## config.mk

```make
export PLATFORM = sky130hd
export DESIGN_NAME = boot_argument_normalizer
export DESIGN_NICKNAME = d
export VERILOG_FILES = /design/src/rtl/ban_pkg.sv /design/src/rtl/boot_argument_normalizer.sv
export VERILOG_INCLUDE_DIRS = /design/src /design/src/rtl
export SDC_FILE = /design/constraint.sdc
export NUM_CORES = 1
export LEC_CHECK = 0
export ABC_CLOCK_PERIOD_IN_PS = 4100
export BUFFER_PORTS_ARGS = -buffer_cell sky130_fd_sc_hd__buf_4
export CORE_MARGIN = 2
export CORE_UTILIZATION = 45
export CTS_CLUSTER_SIZE = 10
export DETAILED_ROUTE_END_ITERATION = 12
export PLACE_DENSITY = 0.66
export SLEW_MARGIN = 20
export SYNTH_ARGS = -nofsm -noshare
export SYNTH_HDL_FRONTEND = slang
export SYNTH_SLANG_ARGS = --single-unit
export TNS_END_PERCENT = 5
```

## constraint.sdc

```tcl
create_clock -name clk -period 4.1 [get_ports clk]
set_input_delay 0.82 -clock clk [delete_from_list [all_inputs] [get_ports clk]]
set_output_delay 0.82 -clock clk [all_outputs]
set_load 0.02 [all_outputs]
```

## src/rtl/assert_macros.svh

```systemverilog
// Assertion macros shared by the RTL. They vanish when SYNTHESIS is defined.
`ifndef ASSERT_MACROS_SVH
`define ASSERT_MACROS_SVH

`ifndef SYNTHESIS

// A property that must hold at every clock edge outside reset.
`define ASSERT_CLK(label, clk, rst_n, prop) \
  label: assert property (@(posedge clk) disable iff (!rst_n) (prop)) \
    else $error("assertion failed");

// A condition that must never be true outside reset.
`define ASSERT_NEVER(label, clk, rst_n, cond) \
  label: assert property (@(posedge clk) disable iff (!rst_n) !(cond)) \
    else $error("forbidden condition seen");

`else

`define ASSERT_CLK(label, clk, rst_n, prop)
`define ASSERT_NEVER(label, clk, rst_n, cond)

`endif

`endif

```

## src/rtl/ban_pkg.sv

```systemverilog
`timescale 1ns / 1ps
`default_nettype none

package ban_pkg;

  localparam int DEFAULT_BUFFER_BYTES = 1024;

  localparam int CHAR_W  = 8;
  localparam int WBYTE_W = 7;
  localparam int IDX_W   = 10;
  localparam int TOTAL_W = 10;

  localparam logic [CHAR_W-1:0] CH_NUL   = 8'h00;
  localparam logic [CHAR_W-1:0] CH_TAB   = 8'h09;
  localparam logic [CHAR_W-1:0] CH_NL    = 8'h0A;
  localparam logic [CHAR_W-1:0] CH_CR    = 8'h0D;
  localparam logic [CHAR_W-1:0] CH_SPACE = 8'h20;
  localparam logic [CHAR_W-1:0] CH_EQUAL = 8'h3D;
  localparam logic [CHAR_W-1:0] CH_TOP   = 8'd127;

  localparam logic [WBYTE_W-1:0] WB_ZERO  = 7'h00;
  localparam logic [WBYTE_W-1:0] WB_SPACE = 7'h20;
  localparam logic [WBYTE_W-1:0] WB_DOT   = 7'h2E;
  localparam logic [WBYTE_W-1:0] WB_EQUAL = 7'h3D;

  // One buffer write as it leaves the block.
  typedef struct packed {
    logic [IDX_W-1:0]   widx;
    logic [WBYTE_W-1:0] wbyte;
    logic [TOTAL_W-1:0] total;
  } res_t;

endpackage

`default_nettype wire

```

## src/rtl/boot_argument_normalizer.sv

```systemverilog
// Channel | Direction | Ports                                         | Item
// in_     | input     | in_valid, in_ready, in_char_in                | one raw byte
// out_    | output    | out_valid, out_ready, out_write_index,        | one buffer write
//         |           | out_write_byte, out_entry_total,              |
//         |           | out_last_of_run, out_line_done                |
// Each byte is decoded in the cycle it is accepted; its writes appear in the next cycle.
// A byte gives no write or up to three; the next byte waits while the three-entry result
// register drains, and is taken in the cycle that its last write is accepted.
// Reset is synchronous and active low: empty buffer, no entries, no results pending.
// A stalled output holds its write and blocks the input until the last write is taken.
`timescale 1ns / 1ps
`default_nettype none

`include "assert_macros.svh"

module boot_argument_normalizer
  import ban_pkg::*;
#(
  parameter int BUFFER_BYTES = DEFAULT_BUFFER_BYTES
) (
  input  wire                clk,
  input  wire                rst_n,
  input  wire                in_valid,
  output logic               in_ready,
  input  wire  [CHAR_W-1:0]  in_char_in,
  output logic               out_valid,
  input  wire                out_ready,
  output logic [IDX_W-1:0]   out_write_index,
  output logic [WBYTE_W-1:0] out_write_byte,
  output logic [TOTAL_W-1:0] out_entry_total,
  output logic               out_last_of_run,
  output logic               out_line_done
);

  localparam int PW = $clog2(BUFFER_BYTES);
  localparam int XW = (PW > IDX_W) ? PW : IDX_W;
  localparam logic [PW-1:0] LIMIT = PW'(BUFFER_BYTES - 2);

  // Line state
  logic [PW-1:0]      pos_r, pos_nxt;
  logic [TOTAL_W-1:0] cnt_r, cnt_nxt;
  logic               eq_r, eq_nxt;
  logic               pwz_r, pwz_nxt;
  logic               full_r, full_nxt;

  // Result register
  res_t               res_r [3];
  res_t               res_nxt [3];
  logic [1:0]         num_r;
  logic [1:0]         rd_r;
  logic               line_r;
  logic [1:0]         n_nxt;
  logic               line_nxt;

  logic               in_fire, out_fire, drain_last;
  logic [PW-1:0]      pos_c;
  logic               full_now, add_eq, ins, eq_c;
  logic [WBYTE_W-1:0] norm;

  function automatic res_t mk(input logic [PW-1:0] p, input logic [WBYTE_W-1:0] b,
                              input logic [TOTAL_W-1:0] t);
    logic [XW-1:0] e;
    res_t r;
    e       = XW'(p);
    r.widx  = e[IDX_W-1:0];
    r.wbyte = b;
    r.total = t;
    return r;
  endfunction

  assign out_valid  = (num_r != 2'd0);
  assign out_fire   = out_valid && out_ready;
  assign drain_last = out_fire && (rd_r == num_r - 2'd1);
  assign in_ready   = !out_valid || drain_last;
  assign in_fire    = in_valid && in_ready;

  assign out_write_index = res_r[rd_r].widx;
  assign out_write_byte  = res_r[rd_r].wbyte;
  assign out_entry_total = res_r[rd_r].total;
  assign out_last_of_run = (rd_r == num_r - 2'd1);
  assign out_line_done   = line_r;

  always_comb begin
    pos_c      = pos_r;
    full_now   = full_r || (pos_r >= LIMIT);
    add_eq     = 1'b0;
    ins        = 1'b0;
    eq_c       = eq_r || (in_char_in == CH_EQUAL);
    pos_nxt    = pos_r;
    cnt_nxt    = cnt_r;
    eq_nxt     = eq_r;
    pwz_nxt    = pwz_r;
    full_nxt   = full_r;
    n_nxt      = 2'd0;
    line_nxt   = 1'b0;
    res_nxt[0] = mk(pos_r, WB_ZERO, cnt_r);
    res_nxt[1] = res_nxt[0];
    res_nxt[2] = res_nxt[0];

    if ((in_char_in < CH_SPACE) || (in_char_in > CH_TOP)) begin
      if (in_char_in == CH_NL || in_char_in == CH_CR || in_char_in == CH_TAB) begin
        norm = WB_SPACE;
      end else begin
        norm = WB_DOT;
      end
    end else begin
      norm = in_char_in[WBYTE_W-1:0];
    end

    if (in_char_in == CH_NUL) begin
      // Terminator: close the open entry, then write the double zero.
      if (pos_r > LIMIT) begin
        pos_c = LIMIT;
      end
      add_eq   = !full_now && !eq_r && !pwz_r;
      line_nxt = 1'b1;
      if (!full_now && (eq_r || !pwz_r)) begin
        cnt_nxt = cnt_r + TOTAL_W'(1);
      end
      if (add_eq) begin
        res_nxt[0] = mk(pos_c, WB_EQUAL, cnt_nxt);
        res_nxt[1] = mk(pos_c + PW'(1), WB_ZERO, cnt_nxt);
        res_nxt[2] = mk(pos_c + PW'(2), WB_ZERO, cnt_nxt);
        n_nxt      = 2'd3;
        pos_nxt    = pos_c + PW'(2);
      end else begin
        res_nxt[0] = mk(pos_c, WB_ZERO, cnt_nxt);
        res_nxt[1] = mk(pos_c + PW'(1), WB_ZERO, cnt_nxt);
        n_nxt      = 2'd2;
        pos_nxt    = pos_c + PW'(1);
      end
      eq_nxt   = 1'b0;
      pwz_nxt  = 1'b1;
      full_nxt = (pos_nxt >= LIMIT);
    end else if (full_now) begin
      full_nxt = 1'b1;
    end else if (norm == WB_SPACE) begin
      // Leading or repeated spaces leave everything as it was.
      if (!pwz_r) begin
        ins     = !eq_c && ((pos_r + PW'(1)) < LIMIT);
        cnt_nxt = cnt_r + TOTAL_W'(1);
        if (ins) begin
          res_nxt[0] = mk(pos_r, WB_EQUAL, cnt_r);
          res_nxt[1] = mk(pos_r + PW'(1), WB_ZERO, cnt_nxt);
          n_nxt      = 2'd2;
          pos_nxt    = pos_r + PW'(2);
        end else begin
          res_nxt[0] = mk(pos_r, WB_ZERO, cnt_nxt);
          n_nxt      = 2'd1;
          pos_nxt    = pos_r + PW'(1);
        end
        eq_nxt   = 1'b0;
        pwz_nxt  = 1'b1;
        full_nxt = (pos_nxt >= LIMIT);
      end
    end else begin
      res_nxt[0] = mk(pos_r, norm, cnt_r);
      n_nxt      = 2'd1;
      pos_nxt    = pos_r + PW'(1);
      eq_nxt     = eq_c;
      pwz_nxt    = 1'b0;
      full_nxt   = (pos_nxt >= LIMIT);
    end
  end

  always_ff @(posedge clk) begin
    if (!rst_n) begin
      pos_r  <= '0;
      cnt_r  <= '0;
      eq_r   <= 1'b0;
      pwz_r  <= 1'b1;
      full_r <= 1'b0;
      num_r  <= 2'd0;
      rd_r   <= 2'd0;
    end else begin
      if (in_fire) begin
        pos_r  <= pos_nxt;
        cnt_r  <= cnt_nxt;
        eq_r   <= eq_nxt;
        pwz_r  <= pwz_nxt;
        full_r <= full_nxt;
      end
      if (in_fire && n_nxt != 2'd0) begin
        num_r <= n_nxt;
        rd_r  <= 2'd0;
      end else if (drain_last) begin
        num_r <= 2'd0;
        rd_r  <= 2'd0;
      end else if (out_fire) begin
        rd_r <= rd_r + 2'd1;
      end
    end
  end

  always_ff @(posedge clk) begin
    if (in_fire && n_nxt != 2'd0) begin
      res_r[0] <= res_nxt[0];
      res_r[1] <= res_nxt[1];
      res_r[2] <= res_nxt[2];
      line_r   <= line_nxt;
    end
  end

  `ASSERT_CLK(a_idle_ready, clk, rst_n, !out_valid |-> in_ready)
  `ASSERT_NEVER(a_rd_in_range, clk, rst_n, out_valid && (rd_r >= num_r))
  `ASSERT_CLK(a_full_matches_pos, clk, rst_n, full_r == (pos_r >= LIMIT))
  `ASSERT_NEVER(a_pos_in_buffer, clk, rst_n, pos_r > LIMIT + PW'(1))
  `ASSERT_CLK(a_results_follow, clk, rst_n, (in_fire && n_nxt != 2'd0) |=> out_valid)

endmodule

`default_nettype wire

```

==> results.md <==
* Largest stage delay on the critical path at around 0.63 ns
* CP max stage cell: dfxtp_1
* Fin crit period at 3.65 ns
* DRT Pass-1 Iters at 5
* Slew @ Worst Pin at 0.970 ns
* Setup crit end kind: register
* Syn Nets at 648
* CTS tree: yes
* Largest cells by area after synthesis: edfxtp_1 34%, dfxtp_1 9.8%, xnor2_1 6.2%, nand2_1 5.3%, o21ai_0 4.1%
* Maxcap violations at 0
* Fin nets at 663
* Cell taking the most area after synthesis: edfxtp_1
* Status: completed
* Multi-input logic area at approximately 0.0030 sq mm
* Top delay family on crit path: simple AND/OR/NAND/NOR gates
* Grt total ovfl at 0
* Die ar. at 0.0141 sq mm
* GR peak layer: met2
* ANT nets after route at 0
* Via density per instance at approximately 5.6
* Yosys warns at 0
* Die W at 119 um
* Top-Level Pins at 43
* RSZ-0062 raised after global routing: false
* Std-Cell Rows at 41
* CP Cell Sequence: nand3_1, o41ai_2, inv_1, ha_1, a31oi_1, xor2_1, or4b_1, nor4_1, o221a_1
* Crit path required time at about 4.4 ns
* Area added between synthesis and finish at 13.0%
* Mapped cell area at 0.00593 sq mm
* R2R depth at 9
* Avg Inst Size Synth at 9.44 sq um
* Register bit total from synthesis at 97
* Vias post-DR at about 4.6k
* Register area share after synthesis at between 40% and 50%
* Vias in the first global route at 4451
* Post-CTS setup buffers at 0
* Critical Path AT at a little under 4 ns
* Fmax at 274 MHz
* Final Slew Violations at 0
* Hold slack at 0.508 ns
* Post-placement cell area at 0.00637 sq mm
* CP startpoint kind: register
* Grt met1 use at 27.4%
* Hold Fails Final Rpt at 0
* H-Tree Depth at 3
* Post-Syn Instances at 628
* Total design power at 0.00252 W
* GRT Total Usage at 20.9%
* EDFF count, synth at between 60 and 70
* Sinks on Clock Net at 97
* Resized cells post-CTS at 0
* Clock-pin slew on the worst setup and hold paths at 0.08 ns
* Iter 0 DRT Violations at 266
* Root Buffer: clkbuf_16
* DRC viols at 0
* Synth async-reset ratio at 0%
* Unique masters post-synth at 79
* Final instance area at 0.00670 sq mm
* Final Skew at between 0.01 and 0.015 ns
* Most instantiated cells after synthesis: 83 x nand2_1, 68 x edfxtp_1, 49 x o21ai_0
* Setup_tns at 0 ns
* Global-route wire length before repair at between 20 and 25 mm
* WL final at between 10 and 15 mm
* Critical path fanouts, max at 11
* Share of post-route cells with drive strength above 1 at between 10% and 20%
* CTS max path bufs at 2
* Leak Pwr at 2.41 nW
* Ant. Diodes at 0
* Met2 Usage GRT at 34.4%
* TritonCTS Buffers at 9
* Hold Buf Count CTS at 0
* Worst vdd ir at 0.161 mV
* Slew HR at a little over a third
* Antenna violations before repair at 0
* Pin count of the biggest net entering global routing at between 40 and 50
* Initial Util at 46.6%
* Routability congestion estimate at 0.943
* Die Height at 119 um
* Core area at between 0.01 and 0.015 sq mm
* Hold path cells at 2
* Drt wl/cell at 17.3 um
* Clk Latency, worst-skew pair at 0.36 ns
* Levels on crit path at 9
* Placed wire-length estimate at approximately 10 mm
* Power Density at between 300 and 400 mW/mm^2
* Filler cells at 1191
* Seq. cell area at 0.00262 sq mm
* Worst path bufs/invs at 1
* Worst min-delay path class: reg -> reg
* Port Buffer Count at between 40 and 50
* Top FF cell, synth: edfxtp_1
* Yosys top cell area share at 34.5%
* Final period utilization at 89.1%
* Most repeated cell in the gate-level netlist after synthesis: nand2_1
* Setup Viol. Count Final at 0
* Met3 track demand over resource at between 3 and 4%
* CP Class: reg -> reg
## stage by stage
stage                     utilization [%]  instances  worst slack [ns]
after floorplan                         -        628             0.563
after global placement               50.1        804             0.410
after detailed placement             50.1        804             0.328
after CTS                            52.6        820             0.497
after global routing                 52.6        820             0.226
final                                52.6        820             0.449
## worst min-delay path: stages, from the launching register on
cell,delay [ns]
dfxtp_1,0.32
o211ai_1,0.07
a21boi_0,0.08
## layer usage
metal	up-vias	share of wire, %
li1	2266	-
met1	2184	45
met2	145	47
met3	26	5.0
met4	0	2.5
met5	-	0
## power breakdown
part           internal [W]  leakage, nW  switching (W)
clock              0.000493        0.155       0.000411
sequential          0.00114        0.899      0.0000460
combinational      0.000165         1.36       0.000260
## cell type report
class / count / share of cell area, %
multi-input cells: 454 / 44.5
flip-flops and latches: 97 / 39.2
repair buffers: 64 / 7.36
clock buffers: 9 / 3.36
well taps: 172 / 3.21
clock inverters: 7 / 1.44
inverters: 17 / 0.953
## worst paths after layout
kind	start	to	slack, ns
worst min-delay path	num_r[1]$_SDFFE_PN0P_	num_r[1]$_SDFFE_PN0P_	0.51
worst min register to register	num_r[1]$_SDFFE_PN0P_	num_r[1]$_SDFFE_PN0P_	0.51
worst max-delay path	pos_r[6]$_SDFFE_PN0P_	full_r$_SDFFE_PN0P_	0.45
worst max register to register	pos_r[6]$_SDFFE_PN0P_	full_r$_SDFFE_PN0P_	0.45
## state kept, by name (all words and copies together) (netlist names), named ones only
register and cells:
res_r 67, cnt_r 10, pos_r 10, num_r 2, rd_r 2, eq_r 1, full_r 1, out_line_done 1
pwz_r 1
## cell usage in the layout (no fill, tap or decap), types with 3 or more instances in the layout
| master | synthesis | final |
|---|---|---|
| nand3_1 | 14 | 14 |
| xor2_1 | 15 | 15 |
| buf_4 | 0 | 63 |
| nand2_1 | 83 | 83 |
| nor3_1 | 9 | 9 |
| dfxtp_1 | 29 | 29 |
| a31oi_1 | 14 | 14 |
| clkbuf_16 | 0 | 9 |
| nor2b_1 | 4 | 4 |
| mux2_2 | 5 | 5 |
| and3_1 | 9 | 9 |
| inv_1 | 17 | 16 |
| o21ai_0 | 49 | 49 |
| edfxtp_1 | 68 | 68 |
| and2_1 | 17 | 17 |
| o211ai_1 | 10 | 10 |
| nand4_1 | 5 | 5 |
| a211oi_2 | 3 | 3 |
| a22oi_1 | 3 | 3 |
| a21boi_0 | 5 | 5 |
| a21oi_1 | 27 | 27 |
| nor2_1 | 32 | 32 |
| inv_8 | 0 | 3 |
| ha_1 | 8 | 8 |
| a21o_1 | 4 | 4 |
| or3_1 | 6 | 6 |
| xnor2_1 | 42 | 42 |
| mux2i_1 | 24 | 24 |
| nand2b_1 | 4 | 4 |
## cell families after synthesis
logic type | share of synthesized area, %
AOI/OAI and AO/OA | 18.4
muxes | 5.19
and+or+nand+nor | 16.5
DFF | 44.3
buffers and inverters | 5.47
adders and majority gates | 1.69
xor gates and xnor gates | 8.42
No activity file was read; power rests on OpenSTA's default activity.
